`config.mk`:
```
export PLATFORM = sky130hd
export DESIGN_NAME = ssbm_fifo
export DESIGN_NICKNAME = d
export VERILOG_FILES = /design/src/rtl/ssbm_pkg.sv /design/src/rtl/ssbm_fifo.sv
export SDC_FILE = /design/constraint.sdc
export NUM_CORES = 1
export LEC_CHECK = 0
export BUFFER_PORTS_ARGS = -buffer_cell sky130_fd_sc_hd__buf_2
export CORE_MARGIN = 2
export CORE_UTILIZATION = 31
export DETAILED_ROUTE_END_ITERATION = 7
export GPL_TIMING_DRIVEN = 1
export PLACE_DENSITY = 0.56
export SKIP_CTS_REPAIR_TIMING = 1
export SKIP_LAST_GASP = 1
export SLEW_MARGIN = 10
export SYNTH_ARGS = -nofsm -noshare
export SYNTH_HDL_FRONTEND = slang
export SYNTH_SLANG_ARGS = --single-unit
```
`constraint.sdc`:
```
create_clock -name clk_i -period 11.63 [get_ports clk_i]
set_clock_uncertainty 0.05 [all_clocks]
set_input_delay 0.5815 -clock clk_i [delete_from_list [all_inputs] [get_ports clk_i]]
set_output_delay 0.5815 -clock clk_i [all_outputs]
set_load 0.01 [all_outputs]
```
`src/rtl/ssbm_pkg.sv`:
```
// Shared types, widths and helpers for the shape-size barrier metric block.
package ssbm_pkg;

  localparam int unsigned MAG_W  = 64;           // magnitude of a 2x2 determinant term
  localparam int unsigned SQ_W   = 128;          // square of a magnitude
  localparam int unsigned SUM_W  = 130;          // F + Q and F + 2*D^2
  localparam int unsigned RAD_W  = SUM_W + 64;   // radicand (F + Q) * 2^64
  localparam int unsigned ROOT_W = RAD_W / 2;    // root bits, one per pipeline step
  localparam int unsigned REM_W  = ROOT_W + 3;   // partial remainder of the root
  localparam int unsigned NUM_W  = 162;          // numerator N
  localparam int unsigned DVS_W  = SQ_W + 16;    // divisor Q * 2^16
  localparam int unsigned QUO_W  = 32;           // quotient bits, top bit is overflow
  localparam int unsigned DIV_W  = DVS_W + QUO_W;

  localparam logic [31:0] METRIC_MAX = 32'h7FFF_FFFF;

  typedef enum logic [1:0] {
    ST_OK        = 2'd0,
    ST_BARRIER   = 2'd1,
    ST_SINGULAR  = 2'd2,
    ST_SATURATED = 2'd3
  } status_e;

  typedef struct packed {
    logic signed [31:0] a00;
    logic signed [31:0] a01;
    logic signed [31:0] a10;
    logic signed [31:0] a11;
    logic signed [31:0] w00;
    logic signed [31:0] w01;
    logic signed [31:0] w10;
    logic signed [31:0] w11;
  } mats_t;

  // Work handed from the front end to the arithmetic back end.
  typedef struct packed {
    logic [MAG_W-1:0]         ud;   // |det W|
    logic [MAG_W-1:0]         up;   // |det A|
    logic [3:0][MAG_W-1:0]    mm;   // |A * adj(W)| entries
    status_e                  st;
  } job_t;

  function automatic logic [MAG_W-1:0] mag65(input logic signed [64:0] v);
    logic [64:0] n;
    n = v[64] ? (~v + 65'd1) : v;
    return n[MAG_W-1:0];
  endfunction

endpackage

```
`src/rtl/ssbm_fifo.sv`:
```
// Small queue between the front end and the arithmetic back end.
module ssbm_fifo import ssbm_pkg::*; #(
  parameter int unsigned Depth = 4
) (
  input  logic clk_i,
  input  logic rst_ni,
  input  logic push_i,
  input  job_t data_i,
  output logic full_o,
  input  logic pop_i,
  output logic empty_o,
  output job_t data_o
);

  localparam int unsigned IdxW = (Depth > 1) ? $clog2(Depth) : 1;
  localparam int unsigned CntW = $clog2(Depth + 1);

  job_t            mem_q [Depth];
  logic [IdxW-1:0] wr_ptr_q, rd_ptr_q;
  logic [CntW-1:0] cnt_q;

  function automatic logic [IdxW-1:0] wrap_inc(input logic [IdxW-1:0] p);
    return (p == IdxW'(Depth - 1)) ? '0 : p + IdxW'(1);
  endfunction

  assign full_o  = (cnt_q == CntW'(Depth));
  assign empty_o = (cnt_q == '0);
  assign data_o  = mem_q[rd_ptr_q];

  always_ff @(posedge clk_i or negedge rst_ni) begin
    if (!rst_ni) begin
      wr_ptr_q <= '0;
      rd_ptr_q <= '0;
      cnt_q    <= '0;
    end else begin
      if (push_i) begin
        wr_ptr_q <= wrap_inc(wr_ptr_q);
      end
      if (pop_i) begin
        rd_ptr_q <= wrap_inc(rd_ptr_q);
      end
      cnt_q <= cnt_q + CntW'(push_i) - CntW'(pop_i);
    end
  end

  always_ff @(posedge clk_i) begin
    if (push_i) begin
      mem_q[wr_ptr_q] <= data_i;
    end
  end

endmodule

```
==> results of run 1 <==
[report_power, final]
part / switching [uW] / internal (uW) / total (uW)
registers: 225 / 7160 / 7390
logic: 2820 / 2130 / 4950
clock network: 2140 / 2800 / 4940
[layout by cell type (no fill, tap or decap), types with 2 or more instances in the layout]
master / count
clkbuf_1: 44
diode_2: 18
inv_6: 10
inv_1: 6
edfxtp_1: 1544
buf_2: 777
mux4_2: 386
clkinv_1: 36
o21ai_0: 2
inv_8: 2
dlygate4sd3_1: 387
buf_12: 10
dfrtp_1: 5
clkinvlp_4: 4
xnor2_1: 2
ha_1: 7
inv_16: 4
and2_4: 4
buf_4: 18
bufinv_16: 6
clkbuf_16: 168
clkinv_4: 2
clkinv_2: 16
dfrtp_4: 2
mux2_2: 2
clkinv_8: 2
[final timing paths]
kind,to,slack (ns),cells past startpoint
setup reg to reg,mem_q[0][240],8.02,5
min in group asynchronous,wr_ptr_q[1],0.14,2
max in group asynchronous,rd_ptr_q[0],11.18,2
hold / removal,wr_ptr_q[1],0.05,2
hold reg to reg,cnt_q[2],0.56,2
setup / recovery,data_o[90],7.03,4
[layer usage]
metal	vias up	part of all wire [%]
li1	11571	-
met1	13836	38
met2	740	53
met3	230	5.7
met4	6	3.4
met5	-	0.024
[sequential cells by signal, indices dropped and copies added (netlist names)]
signal	count
cnt_q	3
rd_ptr_q	2
mem_q	1544
wr_ptr_q	2
[cell usage after synthesis, drive strengths merged]
library cell / n
and2: 4
or3b: 1
nor3: 1
inv: 6
nand2: 1
dfrtp: 7
buf: 80
clkbuf: 6
fa: 1
mux2: 2
xnor2: 2
ha: 7
mux4: 386
and3: 1
o21ai: 2
nor2: 1
edfxtp: 1544
[cell type report]
type                       count  area, um^2
fill                       16041      108700
antenna                       18       45.04
sequential                  1551       46550
clock buffer                 212        4369
inverter                       6       22.52
tap                         2370        2965
timing repair buffer        1192        8098
clock inverter                83       695.7
multi-input combinational    409        8914
[cell families (layout without fill, tap and decap cells)]
group,Yosys count,after routing,share of synthesized area [%]
AO/OA/AOI/OAI,2,2,0.01784
multiplexers,388,388,15.53
AND/OR/NAND/NOR,9,9,0.09362
XOR/XNOR,2,2,0.03122
other,0,18,0
adder cells (fa/ha/maj),8,8,0.1917
flip-flops,1551,1551,82.93
buffers and inverters,92,1493,1.204
[stage by stage]
stage / setup slack [ns] / std cells
after floorplan: 1.452 / 2052
after CTS: 6.884 / 5436
final: 7.030 / 5841
after global routing: 6.838 / 5838
after detailed placement: 7.824 / 5141
after global placement: 7.807 / 5141
==> summary.md, run 1 <==
| Metric | Value |
|---|---|
| Die X | 429.5 um |
| Worst hold slack | 0.05132 ns |
| YS warnings | 0 |
| Total Routing Usage GR | 13.77% |
| Max_slew headroom | 21.52% |
| Cells along the critical path | buf_12, buf_4, mux4_2, buf_2 |
| CP Class | register to output port |
| WP data arrival | 3.97 ns |
| Routed Antenna Nets | 0 |
| Full die area | 184400 um^2 |
| Leading area contributor after synthesis | edfxtp_1 |
| Met1 track demand over resource | 15.69% |
| Sequential area share after synthesis | 82.93% |
| Post-route design area | 71660 um^2 |
| # IOs | 778 |
| Fin crit period | 4.600 ns |
| Total leakage power | 0.02413 uW |
| Worst r2r src | wr_ptr_q[1] |
| Critical Path RT | 11.00 ns |
| Clock transition at path regs | 0.06 ns |
| Via count | 26383 |
| Initial antenna violation count | 27 |
| Final Max Tran Viols | 0 |
| Largest net degree at the start of global routing | 136 |
| Synth cell types | 19 |
| CTS Buf Count | 167 |
| Pwr Total | 17280 uW |
| Met2 usage | 23.84% |
| DRT Pass-1 Iters | 6 |
| Most area-consuming cells after synthesis | edfxtp_1 (83%), mux4_2 (15%), buf_6 (0.74%) |
| Nets@finish | 3725 |
| Cell Area, Synth | 56120 um^2 |
| Seq cells post-synth | 1551 |
| Final Hold Viols | 0 |
| Share of cells above drive strength 1 | 40.98% |
| Fin crit share | 39.55% |
| CP Max Fanout | 129 |
| Core ar. | 180400 um^2 |
| DRT iter0 DRCs | 1715 |
| Clock sinks | 1551 |
| Mapped Avg Cell Area | 27.35 um^2 |
| Crit path largest cell delay | 0.86 ns |
| Top cell type's share of synthesized area | 82.62% |
| Gr ovfl total | 0 |
| CP startpoint | rd_ptr_q[1] |
| Cells after Synth | 2052 |
| Port bufs | 777 |
| CP bufs+invs | 3 |
| Post-layout util | 39.73% |
| Cell Rows | 156 |
| TritonCTS clock tree | done |
| DIE HEIGHT | 429.5 um |
| Placed Area | 62670 um^2 |
| Vias per inst | 4.517 |
| First-pass GRT wire length | 184.2 mm |
| Initial Utilization | 31.12% |
| Outcome | finished, final reports clean |
| Routed len/inst | 22.60 um |
| Clock latency on the worst-skew pair | 0.80 ns |
| Final HPWL DP | 79.78 mm |
| Area growth syn-to-layout | 27.69% |
| F_max | 217.4 MHz |
| Routability cong. | 0.7761 |
| Min-delay src | push_i |
| Number of global-route vias before repair | 25838 |
| Final setup violating endpoints | 0 |
| Drt total wl | 132.0 mm |
| GR peak layer | met2 |
| Max cap viols | 0 |
| Root buf cell | clkbuf_16 |
| Post-synth net total | 2450 |
| Slowest CP cell | buf_4 |
| Maximum vdd ir drop | 0.2461 mV |
| PwrDens | 241.1 nW/um^2 |
| H-tree depth | 4 |
| Setup crit end kind | output port |
| CP top delay family | buffers and inverters |
| Min-delay worst type | input pin to register |
| Startpoint Class | register |
| Worst-Margin Slew | 1.177 ns |
| Clock Tree Buf Depth | 3 |
| RSZ-0062 raised after global routing | no |
| Met3 usage | 4.160% |
| Residual DRC | 0 |
| TNS Setup | 0 ns |
No activity file was read; power rests on OpenSTA's default activity.
==> run 2, diff against run 1 <==
clock period = 4.63 ns   (was 11.63 ns; I/O delays follow)
==> run 2 against run 1 <==
Net effect:
- clock power rose to 2.6 times the previous value
- utilization grew 0.49 points
- critical path depth shrank 1
- critical path type unchanged
- critical endpoint is now data_o[159]
- largest power group unchanged
==> summary.md, run 2 (synthesized netlist as in run 1, its figures left out) <==
| Metric | Value |
|---|---|
| F_max | 316.2 MHz |
| Final WS setup | 1.467 ns (was 7.030 ns) |
| Via count | 26688 (was 26383) |
| Initial antenna violation count | 15 (was 27) |
| Min-delay worst type | input pin to register (unchanged) |
| Residual DRC | 0 (unchanged) |
| Setup crit end kind | output port (unchanged) |
| # fillers | 16006 (was 16041) |
| CP startpoint | rd_ptr_q[1] (unchanged) |
| Area growth syn-to-layout | 29.27% (was 27.69%) |
| Final Hold Viols | 0 (unchanged) |
| DIE HEIGHT | 429.5 um (unchanged) |
| Critical Path RT | 4.35 ns (was 11.00 ns) |
| Outcome | finished, final reports clean (unchanged) |
| Vias per inst | 4.526 (was 4.517) |
| Maximum vdd ir drop | 0.4078 mV (was 0.2461 mV) |
| H-tree depth | 4 (unchanged) |
| Post-Layout Cell Count | 5896 (was 5841) |
| Startpoint Class | register (unchanged) |
| Max_slew headroom | 37.89% (was 21.52%) |
| Final setup violating endpoints | 0 (unchanged) |
| Commonest non-fill, non-tap cell in the layout | edfxtp_1 (unchanged) |
| Total Routing Usage GR | 14.07% (was 13.77%) |
| Port bufs | 777 (unchanged) |
| PwrDens | 609.4 nW/um^2 (was 241.1 nW/um^2) |
| Drt total wl | 133.7 mm (was 132.0 mm) |
| Clock latency on the worst-skew pair | 0.77 ns (was 0.80 ns) |
| Share of cells above drive strength 1 | 42.00% (was 40.98%) |
| WP data arrival | 2.88 ns (was 3.97 ns) |
| Root buf cell | clkbuf_16 (unchanged) |
| Biggest register | mem_q (unchanged) |
| Commonest cells after routing, fill and taps aside | edfxtp_1 (1544), buf_2 (777), dlygate4sd3_1 (390) (was edfxtp_1 (1544), buf_2 (777), dlygate4sd3_1 (387)) |
| # IOs | 778 (unchanged) |
| Clock transition at path regs | 0.06 ns (about the same) |
| Routed Antenna Nets | 0 (unchanged) |
| Placed Area | 63320 um^2 (was 62670 um^2) |
| Worst r2r src | wr_ptr_q[0] (was wr_ptr_q[1]) |
| CP Class | register to output port (unchanged) |
| Full die area | 184400 um^2 (unchanged) |
| DRT iter0 DRCs | 1588 (was 1715) |
| DRT Pass-1 Iters | 4 (was 6) |
| Worst-Margin Slew | 0.9317 ns (was 1.177 ns) |
| Placed insts | 5189 (was 5141) |
| Initial Utilization | 31.12% (unchanged) |
| Gr ovfl total | 0 (unchanged) |
| TritonCTS clock tree | done (unchanged) |
| Fin crit share | 68.31% |
| Clock sinks | 1551 (unchanged) |
| Fin crit period | 3.163 ns |
| Final Max Tran Viols | 0 (unchanged) |
| Min-delay src | data_i[172] (was push_i) |
| Core ar. | 180400 um^2 (unchanged) |
| Max reg flops | 1544 (unchanged) |
| CP Max Fanout | 86 (was 129) |
| Top Registers | mem_q: 1544 flops, cnt_q: 3 flops (unchanged) |
| Nets@finish | 3773 (was 3725) |
| TNS Setup | 0 ns (unchanged) |
| DP Worst Slack | 2.118 ns (was 7.824 ns) |
| Pwr Total | 44210 uW (was 17280 uW) |
| Number of global-route vias before repair | 27054 (was 25838) |
| Largest net degree at the start of global routing | 87 (was 136) |
| RSZ-0062 raised after global routing | no (unchanged) |
| Routed len/inst | 22.67 um (was 22.60 um) |
| First-pass GRT wire length | 189.9 mm (was 184.2 mm) |
| Clock Tree Buf Depth | 3 (unchanged) |
| Post-route design area | 72550 um^2 (was 71660 um^2) |
| Routability cong. | 0.7768 (was 0.7761) |
| Cell Rows | 156 (unchanged) |
| Max cap viols | 0 (unchanged) |
| Die X | 429.5 um (unchanged) |
| CTS Buf Count | 164 (was 167) |
| Final HPWL DP | 85.53 mm (was 79.78 mm) |
| Total leakage power | 0.02459 uW (was 0.02413 uW) |
[run 2: cell count changes in the layout (fill, tap and decap cells not counted), sizes merged]
cell         delta
clkbuf         -12
diode           -4
bufinv          +9
dlygate4sd3     +3
inv             -5
clkinv         +16
buf            +48
[run 2: final cells by class]
| type | count | area [um^2] | share of cell area, % |
|---|---|---|---|
| diodes | 14 | 35.03 | 0.04829 |
| clock buffers | 200 | 4260 | 5.873 |
| clock inverters | 103 | 1026 | 1.414 |
| inverters | 6 | 22.52 | 0.03104 |
| multi-input cells | 409 | 8914 | 12.29 |
| flip-flops and latches | 1551 | 46550 | 64.16 |
| well taps | 2370 | 2965 | 4.088 |
| repair buffers | 1243 | 8776 | 12.10 |
[run 2: worst paths after layout]
path,to,slack [ns],cells after the start
hold reg to reg,cnt_q[2],0.56,2
min in group asynchronous,wr_ptr_q[0],0.43,3
hold / removal,mem_q[3][172],0.14,2
setup / recovery,data_o[159],1.47,3
setup reg to reg,mem_q[3][373],2.22,4
max in group asynchronous,rd_ptr_q[0],3.81,3
[run 2: critical path: stages (launching register included)]
cell and delay (ns):
dfrtp_4 0.85, buf_12 0.47, mux4_2 0.43, buf_2 0.18
[run 2: power by group]
group          switching (uW)  internal, uW  leakage, uW
Sequential                503         17900       0.0143
Clock                    5400          7430      0.00257
Combinational            7290          5630      0.00776
[run 2: metal layers]
metal,vias to the layer above,global-route usage [%],part of all wire [%]
li1,11671,-,-
met1,14083,16.22,39
met2,728,24.49,52
met3,206,4.223,5.3
met4,0,5.553,3.4
met5,-,0,0
[run 2: through the flow]
step	utilization [%]	hold slack [ns]
floorplan	-	-0.1141
global placement	35.11	0.03644
detailed placement	35.11	0.03348
CTS	38.04	-0.8521
global route	40.22	0.09209
finish	40.22	0.1418
